--- src/design/fircv_pkg.sv ---
// ----------------------------------------------------------------------------
// fircv_pkg
// shared types and constants of the streaming convolution block
// ----------------------------------------------------------------------------
package fircv_pkg;

    localparam int TAP_COUNT_W = 7;
    localparam int TAP_INDEX_W = 6;
    localparam int RESULT_W    = 38;
    localparam int CFG_INDEX_W = 2;
    localparam int CFG_DATA_W  = 7;
    localparam int QUEUE_DEPTH = 2;

    localparam logic [CFG_INDEX_W-1:0] REG_TAP_COUNT = 2'd0;
    localparam logic [CFG_INDEX_W-1:0] REG_SAME_MODE = 2'd1;

    localparam logic OP_LOAD   = 1'b0;
    localparam logic OP_SAMPLE = 1'b1;

    localparam logic [TAP_COUNT_W-1:0] TAP_COUNT_RESET = 7'd64;

    typedef struct packed {
        logic                   is_sample;
        logic                   last;
        logic                   same_mode;
        logic [TAP_COUNT_W-1:0] taps;
    } cmd_ctl_t;

endpackage

--- src/design/fircv_if.sv ---
// ----------------------------------------------------------------------------
// fircv_if
// valid/ready channels of the convolution block
// ----------------------------------------------------------------------------
interface fircv_in_if #(parameter int SAMPLE_BITS = 16) ();
    logic                          valid;
    logic                          ready;
    logic                          op;
    logic [5:0]                    tap_index;
    logic signed [SAMPLE_BITS-1:0] tap_value;
    logic signed [SAMPLE_BITS-1:0] sample;
    logic                          last_sample;

    modport source (output valid, output op, output tap_index, output tap_value,
                    output sample, output last_sample, input ready);
    modport sink (input valid, input op, input tap_index, input tap_value,
                  input sample, input last_sample, output ready);
endinterface

interface fircv_out_if ();
    logic               valid;
    logic               ready;
    logic signed [37:0] result;
    logic               last_result;

    modport source (output valid, output result, output last_result, input ready);
    modport sink (input valid, input result, input last_result, output ready);
endinterface

interface fircv_cfg_if ();
    logic       valid;
    logic       ready;
    logic [1:0] index;
    logic [6:0] data;

    modport source (output valid, output index, output data, input ready);
    modport sink (input valid, input index, input data, output ready);
endinterface

--- src/design/fircv_ram.sv ---
// ----------------------------------------------------------------------------
// fircv_ram
// generic single write port ram with registered read
// ----------------------------------------------------------------------------
module fircv_ram #(
    parameter int WIDTH = 16,
    parameter int DEPTH = 64
) (
    input  logic                     clk,
    input  logic                     we,
    input  logic [$clog2(DEPTH)-1:0] waddr,
    input  logic [WIDTH-1:0]         wdata,
    input  logic [$clog2(DEPTH)-1:0] raddr,
    output logic [WIDTH-1:0]         rdata
);

    logic [WIDTH-1:0] mem_reg [DEPTH];

    always_ff @(posedge clk)
    begin
        if (we)
        begin
            mem_reg[waddr] <= wdata;
        end
        rdata <= mem_reg[raddr];
    end

endmodule

--- src/design/fircv_fifo.sv ---
// ----------------------------------------------------------------------------
// fircv_fifo
// short command queue between the front and the back
// ----------------------------------------------------------------------------
module fircv_fifo #(
    parameter int WIDTH = 32,
    parameter int DEPTH = 2
) (
    input  logic             clk,
    input  logic             rst_n,
    input  logic             push,
    input  logic [WIDTH-1:0] push_data,
    input  logic             pop,
    output logic [WIDTH-1:0] pop_data,
    output logic             full,
    output logic             not_empty
);

    localparam int PW = (DEPTH > 1) ? $clog2(DEPTH) : 1;
    localparam int NW = $clog2(DEPTH + 1);

    logic [WIDTH-1:0] slot_reg [DEPTH];
    logic [PW-1:0]    wr_ptr_reg, wr_ptr_next;
    logic [PW-1:0]    rd_ptr_reg, rd_ptr_next;
    logic [NW-1:0]    count_reg, count_next;

    assign full      = (count_reg == NW'(DEPTH));
    assign not_empty = (count_reg != '0);
    assign pop_data  = slot_reg[rd_ptr_reg];

    always_comb
    begin
        wr_ptr_next = wr_ptr_reg;
        rd_ptr_next = rd_ptr_reg;
        count_next  = count_reg;
        if (push)
        begin
            wr_ptr_next = (wr_ptr_reg == PW'(DEPTH - 1)) ? '0 : wr_ptr_reg + 1'b1;
        end
        if (pop)
        begin
            rd_ptr_next = (rd_ptr_reg == PW'(DEPTH - 1)) ? '0 : rd_ptr_reg + 1'b1;
        end
        if (push && !pop)
        begin
            count_next = count_reg + 1'b1;
        end
        else if (pop && !push)
        begin
            count_next = count_reg - 1'b1;
        end
    end

    always_ff @(posedge clk or negedge rst_n)
    begin
        if (!rst_n)
        begin
            wr_ptr_reg <= '0;
            rd_ptr_reg <= '0;
            count_reg  <= '0;
        end
        else
        begin
            wr_ptr_reg <= wr_ptr_next;
            rd_ptr_reg <= rd_ptr_next;
            count_reg  <= count_next;
        end
    end

    always_ff @(posedge clk)
    begin
        if (push)
        begin
            slot_reg[wr_ptr_reg] <= push_data;
        end
    end

endmodule

--- src/design/fircv_front.sv ---
// ----------------------------------------------------------------------------
// fircv_front
// input acceptance, configuration registers and command classification
// ----------------------------------------------------------------------------
module fircv_front
    import fircv_pkg::*;
#(
    parameter int MAX_TAPS    = 64,
    parameter int SAMPLE_BITS = 16
) (
    input  logic                          clk,
    input  logic                          rst_n,
    fircv_in_if.sink                      samp,
    fircv_cfg_if.sink                     cfg,
    input  logic                          q_full,
    output logic                          push,
    output cmd_ctl_t                      push_ctl,
    output logic [TAP_INDEX_W-1:0]        push_addr,
    output logic signed [SAMPLE_BITS-1:0] push_data
);

    logic [TAP_COUNT_W-1:0] tap_count_reg, tap_count_next;
    logic                   same_mode_reg, same_mode_next;
    logic [TAP_COUNT_W-1:0] taps_in_use;
    logic                   accept;
    logic                   index_ok;

    assign samp.ready = !q_full;
    assign cfg.ready  = 1'b1;
    assign accept     = samp.valid && samp.ready;
    assign index_ok   = ({1'b0, samp.tap_index} < (TAP_INDEX_W + 1)'(MAX_TAPS));

    // zero taps act as one, too many saturate
    always_comb
    begin
        if (tap_count_reg == '0)
        begin
            taps_in_use = TAP_COUNT_W'(1);
        end
        else if (tap_count_reg > TAP_COUNT_W'(MAX_TAPS))
        begin
            taps_in_use = TAP_COUNT_W'(MAX_TAPS);
        end
        else
        begin
            taps_in_use = tap_count_reg;
        end
    end

    // loads to a tap beyond the store are dropped here
    assign push = accept && ((samp.op == OP_SAMPLE) || index_ok);

    always_comb
    begin
        push_ctl.is_sample = (samp.op == OP_SAMPLE);
        push_ctl.last      = samp.last_sample;
        push_ctl.same_mode = same_mode_reg;
        push_ctl.taps      = taps_in_use;
        push_addr          = samp.tap_index;
        push_data          = (samp.op == OP_SAMPLE) ? samp.sample : samp.tap_value;
    end

    always_comb
    begin
        tap_count_next = tap_count_reg;
        same_mode_next = same_mode_reg;
        if (cfg.valid && cfg.ready)
        begin
            case (cfg.index)
                REG_TAP_COUNT: tap_count_next = cfg.data[TAP_COUNT_W-1:0];
                REG_SAME_MODE: same_mode_next = cfg.data[0];
                default:       ;
            endcase
        end
    end

    always_ff @(posedge clk or negedge rst_n)
    begin
        if (!rst_n)
        begin
            tap_count_reg <= TAP_COUNT_RESET;
            same_mode_reg <= 1'b0;
        end
        else
        begin
            tap_count_reg <= tap_count_next;
            same_mode_reg <= same_mode_next;
        end
    end

endmodule

--- src/design/fircv_back.sv ---
// ----------------------------------------------------------------------------
// fircv_back
// tap store, rotating delay line, multiply-accumulate and result register
// ----------------------------------------------------------------------------
module fircv_back
    import fircv_pkg::*;
#(
    parameter int MAX_TAPS    = 64,
    parameter int SAMPLE_BITS = 16
) (
    input  logic                          clk,
    input  logic                          rst_n,
    input  logic                          q_valid,
    input  cmd_ctl_t                      q_ctl,
    input  logic [TAP_INDEX_W-1:0]        q_addr,
    input  logic signed [SAMPLE_BITS-1:0] q_data,
    output logic                          q_pop,
    fircv_out_if.source                   res
);

    localparam int AW    = $clog2(MAX_TAPS);
    localparam int CW    = $clog2(MAX_TAPS + 2);
    localparam int PW    = 2 * SAMPLE_BITS;
    localparam int ACC_W = (PW + 6 > RESULT_W) ? PW + 6 : RESULT_W;
    localparam int FW    = TAP_COUNT_W + 1;

    localparam logic [1:0] ST_IDLE   = 2'd0;
    localparam logic [1:0] ST_MAC    = 2'd1;
    localparam logic [1:0] ST_EMIT   = 2'd2;
    localparam logic [1:0] ST_FINISH = 2'd3;

    logic [1:0]                    state_reg, state_next;
    logic signed [SAMPLE_BITS-1:0] dl_reg [MAX_TAPS];
    logic signed [SAMPLE_BITS-1:0] dl_next [MAX_TAPS];
    logic [TAP_COUNT_W-1:0]        taps_reg, taps_next;
    logic                          same_reg, same_next;
    logic                          last_reg, last_next;
    logic                          in_flush_reg, in_flush_next;
    logic [TAP_COUNT_W-1:0]        flush_cnt_reg, flush_cnt_next;
    logic [TAP_COUNT_W-2:0]        drop_cnt_reg, drop_cnt_next;
    logic [CW-1:0]                 seq_cnt_reg, seq_cnt_next;
    logic                          s1_valid_reg, s1_valid_next;
    logic signed [SAMPLE_BITS-1:0] s1_head_reg;
    logic signed [PW-1:0]          prod_reg, prod_next;
    logic signed [ACC_W-1:0]       acc_reg, acc_next;
    logic                          pend_valid_reg, pend_valid_next;
    logic [RESULT_W-1:0]           pend_reg, pend_next;
    logic                          out_valid_reg, out_valid_next;
    logic [RESULT_W-1:0]           out_result_reg, out_result_next;
    logic                          out_last_reg, out_last_next;

    logic [SAMPLE_BITS-1:0]        tap_rdata;
    logic                          issuing;
    logic [TAP_COUNT_W-1:0]        nb;
    logic                          call_emit;
    logic                          dropping;
    logic                          emitting;
    logic                          slot_free;
    logic                          need_slot;
    logic                          emit_stall;
    logic                          more_flush;
    logic [RESULT_W-1:0]           value;

    fircv_ram #(
        .WIDTH (SAMPLE_BITS),
        .DEPTH (MAX_TAPS)
    ) u_tap_ram (
        .clk   (clk),
        .we    (q_pop && !q_ctl.is_sample),
        .waddr (q_addr[AW-1:0]),
        .wdata (q_data),
        .raddr (seq_cnt_reg[AW-1:0]),
        .rdata (tap_rdata)
    );

    assign q_pop           = (state_reg == ST_IDLE) && q_valid;
    assign res.valid       = out_valid_reg;
    assign res.result      = out_result_reg;
    assign res.last_result = out_last_reg;

    assign issuing       = (state_reg == ST_MAC) && (seq_cnt_reg < CW'(MAX_TAPS));
    assign s1_valid_next = issuing && (TAP_COUNT_W'(seq_cnt_reg) < taps_reg);
    assign prod_next     = s1_valid_reg ? $signed(tap_rdata) * s1_head_reg : PW'(0);

    // same mode: drop the first nb outputs and the tail past nb flush steps
    assign nb         = taps_reg >> 1;
    assign call_emit  = !in_flush_reg || !same_reg || (flush_cnt_reg < nb);
    assign dropping   = same_reg && ({1'b0, drop_cnt_reg} < nb);
    assign emitting   = call_emit && !dropping;
    assign value      = acc_reg[RESULT_W-1:0];
    assign slot_free  = !out_valid_reg || res.ready;
    // within a last item the newest result is held back to tag the final one
    assign need_slot  = emitting && (!last_reg || pend_valid_reg);
    assign emit_stall = need_slot && !slot_free;
    assign more_flush = in_flush_reg
                        ? ((FW'(flush_cnt_reg) + FW'(2)) < FW'(taps_reg))
                        : (taps_reg > TAP_COUNT_W'(1));

    always_comb
    begin
        state_next      = state_reg;
        dl_next         = dl_reg;
        taps_next       = taps_reg;
        same_next       = same_reg;
        last_next       = last_reg;
        in_flush_next   = in_flush_reg;
        flush_cnt_next  = flush_cnt_reg;
        drop_cnt_next   = drop_cnt_reg;
        seq_cnt_next    = seq_cnt_reg;
        acc_next        = acc_reg;
        pend_valid_next = pend_valid_reg;
        pend_next       = pend_reg;
        out_valid_next  = res.ready ? 1'b0 : out_valid_reg;
        out_result_next = out_result_reg;
        out_last_next   = out_last_reg;

        case (state_reg)
            ST_IDLE:
            begin
                if (q_pop && q_ctl.is_sample)
                begin
                    for (int k = MAX_TAPS - 1; k > 0; k--)
                    begin
                        dl_next[k] = dl_reg[k-1];
                    end
                    dl_next[0]     = q_data;
                    taps_next      = q_ctl.taps;
                    same_next      = q_ctl.same_mode;
                    last_next      = q_ctl.last;
                    in_flush_next  = 1'b0;
                    flush_cnt_next = '0;
                    seq_cnt_next   = '0;
                    acc_next       = '0;
                    state_next     = ST_MAC;
                end
            end
            ST_MAC:
            begin
                // rotate so that tap j meets delay entry j at the head
                if (issuing)
                begin
                    for (int k = 0; k < MAX_TAPS - 1; k++)
                    begin
                        dl_next[k] = dl_reg[k+1];
                    end
                    dl_next[MAX_TAPS-1] = dl_reg[0];
                end
                acc_next     = acc_reg + ACC_W'(prod_reg);
                seq_cnt_next = seq_cnt_reg + 1'b1;
                if (seq_cnt_reg == CW'(MAX_TAPS + 1))
                begin
                    state_next = ST_EMIT;
                end
            end
            ST_EMIT:
            begin
                if (!emit_stall)
                begin
                    if (call_emit && dropping)
                    begin
                        drop_cnt_next = drop_cnt_reg + 1'b1;
                    end
                    if (emitting)
                    begin
                        if (!last_reg)
                        begin
                            out_valid_next  = 1'b1;
                            out_result_next = value;
                            out_last_next   = 1'b0;
                        end
                        else
                        begin
                            if (pend_valid_reg)
                            begin
                                out_valid_next  = 1'b1;
                                out_result_next = pend_reg;
                                out_last_next   = 1'b0;
                            end
                            pend_valid_next = 1'b1;
                            pend_next       = value;
                        end
                    end
                    if (last_reg && more_flush)
                    begin
                        for (int k = MAX_TAPS - 1; k > 0; k--)
                        begin
                            dl_next[k] = dl_reg[k-1];
                        end
                        dl_next[0]     = '0;
                        flush_cnt_next = in_flush_reg ? flush_cnt_reg + 1'b1 : '0;
                        in_flush_next  = 1'b1;
                        seq_cnt_next   = '0;
                        acc_next       = '0;
                        state_next     = ST_MAC;
                    end
                    else if (last_reg)
                    begin
                        state_next = ST_FINISH;
                    end
                    else
                    begin
                        state_next = ST_IDLE;
                    end
                end
            end
            ST_FINISH:
            begin
                if (!pend_valid_reg || slot_free)
                begin
                    if (pend_valid_reg)
                    begin
                        out_valid_next  = 1'b1;
                        out_result_next = pend_reg;
                        out_last_next   = 1'b1;
                    end
                    pend_valid_next = 1'b0;
                    for (int k = 0; k < MAX_TAPS; k++)
                    begin
                        dl_next[k] = '0;
                    end
                    drop_cnt_next = '0;
                    in_flush_next = 1'b0;
                    state_next    = ST_IDLE;
                end
            end
            default:
            begin
                state_next = ST_IDLE;
            end
        endcase
    end

    always_ff @(posedge clk or negedge rst_n)
    begin
        if (!rst_n)
        begin
            state_reg      <= ST_IDLE;
            for (int k = 0; k < MAX_TAPS; k++)
            begin
                dl_reg[k] <= '0;
            end
            taps_reg       <= '0;
            same_reg       <= 1'b0;
            last_reg       <= 1'b0;
            in_flush_reg   <= 1'b0;
            flush_cnt_reg  <= '0;
            drop_cnt_reg   <= '0;
            seq_cnt_reg    <= '0;
            s1_valid_reg   <= 1'b0;
            prod_reg       <= '0;
            pend_valid_reg <= 1'b0;
            out_valid_reg  <= 1'b0;
        end
        else
        begin
            state_reg      <= state_next;
            dl_reg         <= dl_next;
            taps_reg       <= taps_next;
            same_reg       <= same_next;
            last_reg       <= last_next;
            in_flush_reg   <= in_flush_next;
            flush_cnt_reg  <= flush_cnt_next;
            drop_cnt_reg   <= drop_cnt_next;
            seq_cnt_reg    <= seq_cnt_next;
            s1_valid_reg   <= s1_valid_next;
            prod_reg       <= prod_next;
            pend_valid_reg <= pend_valid_next;
            out_valid_reg  <= out_valid_next;
        end
    end

    always_ff @(posedge clk)
    begin
        s1_head_reg    <= dl_reg[0];
        acc_reg        <= acc_next;
        pend_reg       <= pend_next;
        out_result_reg <= out_result_next;
        out_last_reg   <= out_last_next;
    end

endmodule

--- src/design/fir_convolution_full_same_unit.sv ---
// ----------------------------------------------------------------------------
// fir_convolution_full_same_unit
// streaming linear convolution, full or same length, with loadable taps
//
//   channel | dir | handshake        | payload
//   --------+-----+------------------+-----------------------------------------
//   samp    | in  | samp.valid/ready | op, tap_index, tap_value, sample,
//           |     |                  | last_sample
//   res     | out | res.valid/ready  | result, last_result
//   cfg     | in  | cfg.valid/ready  | index (0 tap_count, 1 same_mode), data
//
// a load item is written to the tap store as the back pops it; a sample item
// runs a multiply-accumulate pass, and a last sample item also flushes zeros
// through the delay line for the tail; each pass has one multiplier stepping
// through the tap memory, one tap per cycle, while the delay line rotates past it
// the front accepts items into a two-deep queue while the back is busy
// a full result register stalls the back; reset clears delay line and counters
// ----------------------------------------------------------------------------
module fir_convolution_full_same_unit
    import fircv_pkg::*;
#(
    parameter int MAX_TAPS    = 64,
    parameter int SAMPLE_BITS = 16
) (
    input  logic         clk,
    input  logic         rst_n,
    fircv_in_if.sink     samp,
    fircv_out_if.source  res,
    fircv_cfg_if.sink    cfg
);

    localparam int QW = $bits(cmd_ctl_t) + TAP_INDEX_W + SAMPLE_BITS;

    logic                          push;
    cmd_ctl_t                      push_ctl;
    logic [TAP_INDEX_W-1:0]        push_addr;
    logic signed [SAMPLE_BITS-1:0] push_data;
    logic                          q_full;
    logic                          q_valid;
    logic                          q_pop;
    logic [QW-1:0]                 q_word;
    cmd_ctl_t                      q_ctl;
    logic [TAP_INDEX_W-1:0]        q_addr;
    logic signed [SAMPLE_BITS-1:0] q_data;

    fircv_front #(
        .MAX_TAPS    (MAX_TAPS),
        .SAMPLE_BITS (SAMPLE_BITS)
    ) u_front (
        .clk       (clk),
        .rst_n     (rst_n),
        .samp      (samp),
        .cfg       (cfg),
        .q_full    (q_full),
        .push      (push),
        .push_ctl  (push_ctl),
        .push_addr (push_addr),
        .push_data (push_data)
    );

    fircv_fifo #(
        .WIDTH (QW),
        .DEPTH (QUEUE_DEPTH)
    ) u_queue (
        .clk       (clk),
        .rst_n     (rst_n),
        .push      (push),
        .push_data ({push_ctl, push_addr, push_data}),
        .pop       (q_pop),
        .pop_data  (q_word),
        .full      (q_full),
        .not_empty (q_valid)
    );

    assign {q_ctl, q_addr, q_data} = q_word;

    fircv_back #(
        .MAX_TAPS    (MAX_TAPS),
        .SAMPLE_BITS (SAMPLE_BITS)
    ) u_back (
        .clk     (clk),
        .rst_n   (rst_n),
        .q_valid (q_valid),
        .q_ctl   (q_ctl),
        .q_addr  (q_addr),
        .q_data  (q_data),
        .q_pop   (q_pop),
        .res     (res)
    );

    a_pop_needs_item: assert property (@(posedge clk) disable iff (!rst_n)
        q_pop |-> q_valid)
        else $error("back popped an empty queue");

    a_push_lands: assert property (@(posedge clk) disable iff (!rst_n)
        push && !q_pop |=> q_valid)
        else $error("pushed item missing from queue");

    a_same_mode_write: assert property (@(posedge clk) disable iff (!rst_n)
        cfg.valid && cfg.ready && cfg.index == REG_SAME_MODE
        |=> push_ctl.same_mode == $past(cfg.data[0]))
        else $error("same mode write not taken");

endmodule
--- src/flat_wrapper.sv ---
// flat-port wrapper written by rule: the top's interface ports become plain ports
module fir_convolution_full_same_unit_flat import fircv_pkg::*;
#(
    parameter int MAX_TAPS    = 64,
    parameter int SAMPLE_BITS = 16
)
  (clk, rst_n, samp_valid, samp_op, samp_tap_index, samp_tap_value, samp_sample, samp_last_sample, samp_ready, res_valid, res_result, res_last_result, res_ready, cfg_valid, cfg_index, cfg_data, cfg_ready);
  fircv_in_if #(.SAMPLE_BITS(SAMPLE_BITS)) samp_i ();
  fircv_out_if res_i ();
  fircv_cfg_if cfg_i ();
  input  logic clk;
  input  logic rst_n;
  input wire logic [$bits(samp_i.valid)-1:0] samp_valid;
  input wire logic [$bits(samp_i.op)-1:0] samp_op;
  input wire logic [$bits(samp_i.tap_index)-1:0] samp_tap_index;
  input wire logic [$bits(samp_i.tap_value)-1:0] samp_tap_value;
  input wire logic [$bits(samp_i.sample)-1:0] samp_sample;
  input wire logic [$bits(samp_i.last_sample)-1:0] samp_last_sample;
  output wire logic [$bits(samp_i.ready)-1:0] samp_ready;
  output wire logic [$bits(res_i.valid)-1:0] res_valid;
  output wire logic [$bits(res_i.result)-1:0] res_result;
  output wire logic [$bits(res_i.last_result)-1:0] res_last_result;
  input wire logic [$bits(res_i.ready)-1:0] res_ready;
  input wire logic [$bits(cfg_i.valid)-1:0] cfg_valid;
  input wire logic [$bits(cfg_i.index)-1:0] cfg_index;
  input wire logic [$bits(cfg_i.data)-1:0] cfg_data;
  output wire logic [$bits(cfg_i.ready)-1:0] cfg_ready;
  assign samp_i.valid = samp_valid;
  assign samp_i.op = samp_op;
  assign samp_i.tap_index = samp_tap_index;
  assign samp_i.tap_value = samp_tap_value;
  assign samp_i.sample = samp_sample;
  assign samp_i.last_sample = samp_last_sample;
  assign samp_ready = samp_i.ready;
  assign res_valid = res_i.valid;
  assign res_result = res_i.result;
  assign res_last_result = res_i.last_result;
  assign res_i.ready = res_ready;
  assign cfg_i.valid = cfg_valid;
  assign cfg_i.index = cfg_index;
  assign cfg_i.data = cfg_data;
  assign cfg_ready = cfg_i.ready;
  fir_convolution_full_same_unit #(.MAX_TAPS(MAX_TAPS), .SAMPLE_BITS(SAMPLE_BITS)) u_core (.clk(clk), .rst_n(rst_n), .samp(samp_i), .res(res_i), .cfg(cfg_i));
endmodule
--- config.mk ---
export PLATFORM = sky130hd
export DESIGN_NAME = fir_convolution_full_same_unit_flat
export DESIGN_NICKNAME = d
export VERILOG_FILES = /design/src/design/fircv_pkg.sv /design/src/design/fircv_if.sv /design/src/design/fircv_ram.sv /design/src/design/fircv_fifo.sv /design/src/design/fircv_front.sv /design/src/design/fircv_back.sv /design/src/design/fir_convolution_full_same_unit.sv /design/src/flat_wrapper.sv
export SDC_FILE = /design/constraint.sdc
export NUM_CORES = 2
export LEC_CHECK = 0
export BUFFER_PORTS_ARGS = -buffer_cell sky130_fd_sc_hd__buf_4
export CAP_MARGIN = 5
export CORE_ASPECT_RATIO = 0.9
export CORE_MARGIN = 5
export CORE_UTILIZATION = 55
export CTS_BUF_LIST = sky130_fd_sc_hd__clkbuf_8
export CTS_CLUSTER_SIZE = 12
export DETAILED_ROUTE_END_ITERATION = 16
export PLACE_DENSITY_LB_ADDON = 0.08
export SYNTH_ARGS = -nofsm -noshare
export SYNTH_HDL_FRONTEND = slang
export SYNTH_SLANG_ARGS = --single-unit
--- constraint.sdc ---
create_clock -name clk -period 7 [get_ports clk]
set_clock_uncertainty 0.15 [all_clocks]
set_input_delay 0.7 -clock clk [delete_from_list [all_inputs] [get_ports clk]]
set_output_delay 0.7 -clock clk [all_outputs]
set_load 0.05 [all_outputs]
==> results.md <==
* Crit path from: u_core.u_back.s1_head_reg[1]
* R2R depth at 18
* Finished Core Util at 60.9%
* Arr. time, crit path at 7.35 ns
* DRC at 0
* Vias per cell at 6.11
* Gate power share at 47.3%
* RSZ-0062 raised after global routing: no
* Time the worst path needs with I/O delays and setup at 6.61 ns
* CTS tree: yes
* Worst vdd ir at 0.000704 V
* Layout cells sized above 1 at 24.1%
* F_max at 151 MHz
* R2r endpoint: u_core.u_back.prod_reg[29]
* Site Rows at 155
* Clock buffer count from CTS at 387
* Yosys warning total at 0
* WS Path Type: reg -> reg
* RePlAce Congestion at 0.839
* H-tree depth at 5
* Unique masters post-synth at 70
* Reg power frac at 32.3%
* # IOs at 96
* Die Footprint at 209000 um^2
* Clk Tree Root Cell: clkbuf_8
* Leak at 51.4 nW
* Clk_lat worst skew at 1.07 ns
* Nets at 7784
* # setup viols final at 0
* Sw Ratio at 41.3%
* Power Density at 451 nW/um^2
* EDFF count, synth at 1203
* Largest net degree at the start of global routing at 217
* Grt ovf at 0
* Req. time, crit path at 7.74 ns
* Critical path launch point type: register
* Leading area contributor after synthesis: edfxtp_1
* Syn Inst Count at 7136
* Setup TNS at 0 ns
* DP Worst Slack at 0.412 ns
* Final WL at 243000 um
* Top cells by area, synth: edfxtp_1 (33%), dfrtp_1 (25%), a22o_1 (8.2%)
* Status: complete, no violations
* Final worst-path cycle share at 94.4%
* Switching power at 0.0225 W
* Initial antenna violation count at 18
* Worst Max-Slew Pin Slew at 1.23 ns
* DR pass1 iterations at 6
* Synth Register Bits at 2338
* Total clock sinks at 2338
* Detailed Place HPWL at 146000 um
* Core ar. at 199000 um^2
* Hold slack at 0.0994 ns
* Top cell type's share of synthesized area at 32.9%
* Initial Utilization at 55.3%
* Mean Syn Cell Area at 15.4 um^2
* Hold Fails Final Rpt at 0
* DR WL/cell at 23.6 um
* Final WS setup at 0.391 ns
* Register area share after synthesis at 58.6%
* Die X at 481 um
* Die Span Y at 434 um
* Syn Std Cell Area at 110000 um^2
* Register-to-register setup slack at 0.39 ns
* IO buf count at 94
* Clock power share at 20.4%
* Iter 0 DRT Violations at 5424
* Dominant synthesized flop cell: edfxtp_1
* Total GRT Usage at 23.4%
* Setup repair bufs after CTS at 0
* P_int at 0.0320 W
* Total power at 0.0546 W
* Max-slew violations at 0
* CP Max Fanout at 16
* CP endpoint kind: register
* Maximum clock insertion buffer count at 4
* Syn_nets at 7604
* Relative slew slack at 17.9%
* Total of max-cap violations at 0
* Vias after detailed routing at 62700
* Worst flop-to-flop path startpoint: u_core.u_back.s1_head_reg[1]
* Post-route ant nets at 0
* Area added between synthesis and finish at 10.1%
* Async S/R FF share, synth at 47.2%
* Vias in the first global route at 64400
* First-pass GRT wire length at 382000 um
* Hold Crit Class: in -> async
* Clock Pin Slew Worst Setup and Hold Paths at 0.06 ns
-- critical path, cell delays in order (launching register included) --
cell and delay (ns):
dfxtp_1 0.71, nand2_1 0.16, fa_1 0.55, fa_1 0.52, fa_1 0.51, inv_1 0.06, fa_1 0.49, fa_1 0.49
inv_1 0.05, fa_1 0.47, inv_1 0.04, ha_1 0.34, nand2_1 0.12, nor4_1 0.48, o21ai_0 0.28, a41oi_1 0.52
o21ba_2 0.25, mux2i_1 0.18, nand3_1 0.09
-- cell type report --
cell class | count | area [um^2]
antenna | 7 | 17.5
clock buffer | 442 | 6080
clock inverter | 222 | 980
fill | 15300 | 77600
inverter | 320 | 1200
multi-input combinational | 3984 | 42400
sequential | 2338 | 64400
tap | 2669 | 3340
timing repair buffer | 285 | 2610
-- placed cells by master (no fill, tap or decap), types with 13 or more instances in the layout --
| cell type | n |
|---|---|
| edfxtp_1 | 1203 |
| dfrtp_1 | 1096 |
| a22o_1 | 1025 |
| mux2_2 | 709 |
| inv_1 | 464 |
| clkbuf_8 | 442 |
| mux2_1 | 360 |
| mux4_2 | 336 |
| fa_1 | 262 |
| buf_4 | 201 |
| nand2_1 | 192 |
| ha_1 | 151 |
| nor2_1 | 150 |
| and2_1 | 135 |
| a21oi_1 | 119 |
| o21ai_0 | 64 |
| mux2i_1 | 63 |
| dlygate4sd3_1 | 58 |
| nor2_2 | 57 |
| clkinv_1 | 45 |
| a21o_1 | 37 |
| xnor2_1 | 35 |
| nand2b_1 | 32 |
| nand3_1 | 30 |
| dfxtp_1 | 30 |
| xor2_1 | 28 |
| buf_12 | 26 |
| clkinv_2 | 22 |
| nor3_1 | 20 |
| nor2b_1 | 17 |
| o21a_1 | 15 |
| a31oi_1 | 14 |
| nand4_1 | 13 |
-- routing by layer --
metal,track usage [%],vias to the layer above,part of all wire [%]
li1,-,27700,-
met1,34.1,33000,45
met2,36.0,1623,46
met3,5.16,416,6.9
met4,6.39,4,2.4
met5,0,-,0.0095
-- power groups by stage --
stage	clock network [W]	registers (W)	logic [W]
after global routing	0.0121	0.0177	0.0287
after global placement	0	0.0178	0.0256
after detailed placement	0	0.0179	0.0259
final	0.0111	0.0176	0.0258
after CTS	0.0114	0.0176	0.0260
after floorplan	0	0.0176	0.0195
-- synthesized netlist by cell type (5+ instances only) --
master,instances
a21oi_1,119
o21bai_1,7
nor3b_1,10
buf_2,73
nor3_1,20
nand2_1,192
buf_1,28
xnor2_1,35
xor2_1,28
mux2i_1,63
mux4_2,336
nand2b_1,32
a211oi_1,6
nand4_1,13
a22o_1,1025
dfxtp_1,32
buf_4,32
a21o_1,37
mux2_1,360
and2_1,135
fa_1,263
or2_2,7
nor4_1,7
ha_1,151
a31oi_1,14
nor2b_1,17
clkbuf_1,351
o21a_1,15
edfxtp_1,1203
and3_1,12
buf_6,10
inv_1,317
o211ai_1,10
dfrtp_1,1102
o21ai_0,64
mux2_2,709
nor2_1,209
nand3b_1,5
nand3_1,30
-- stage by stage --
stage                     cells  cell area [um^2]
after floorplan            7136            110000
after global placement     9538            113000
after detailed placement   9538            113000
after CTS                 10300            121000
after global routing      10300            121000
final                     10300            121000
-- kinds of logic (layout without fill, tap and decap cells) --
family	count (synthesis)	after routing	synth area share, %
other	1	8	0.00341
xor gates and xnor gates	63	63	0.502
buffers and inverters	814	1269	3.04
and+or+nand+nor	698	698	3.03
AOI/OAI and AO/OA	1340	1340	9.94
adders and majority gates	414	414	6.51
DFF	2338	2338	58.6
muxes	1468	1468	18.4
-- how the worst max path moves through the flow --
stage	slack, ns	cells after the start	end
floorplan	1.07	20	u_core.u_back.prod_reg[31]
CTS	0.36	18	u_core.u_back.prod_reg[28]
detailed placement	0.41	18	u_core.u_back.prod_reg[29]
global route	0.03	18	u_core.u_back.prod_reg[29]
global placement	0.52	18	u_core.u_back.prod_reg[31]
finish	0.39	18	u_core.u_back.prod_reg[29]
-- timing repair --
item / 4_1_cts / 5_1_grt
hold buffers: 58 / 0
setup endpoints to repair: 0 / 2
hold endpoints to repair: 192 / 0
resized for setup: 0 / 3
Note: power is estimated with default switching activity, not from simulation.
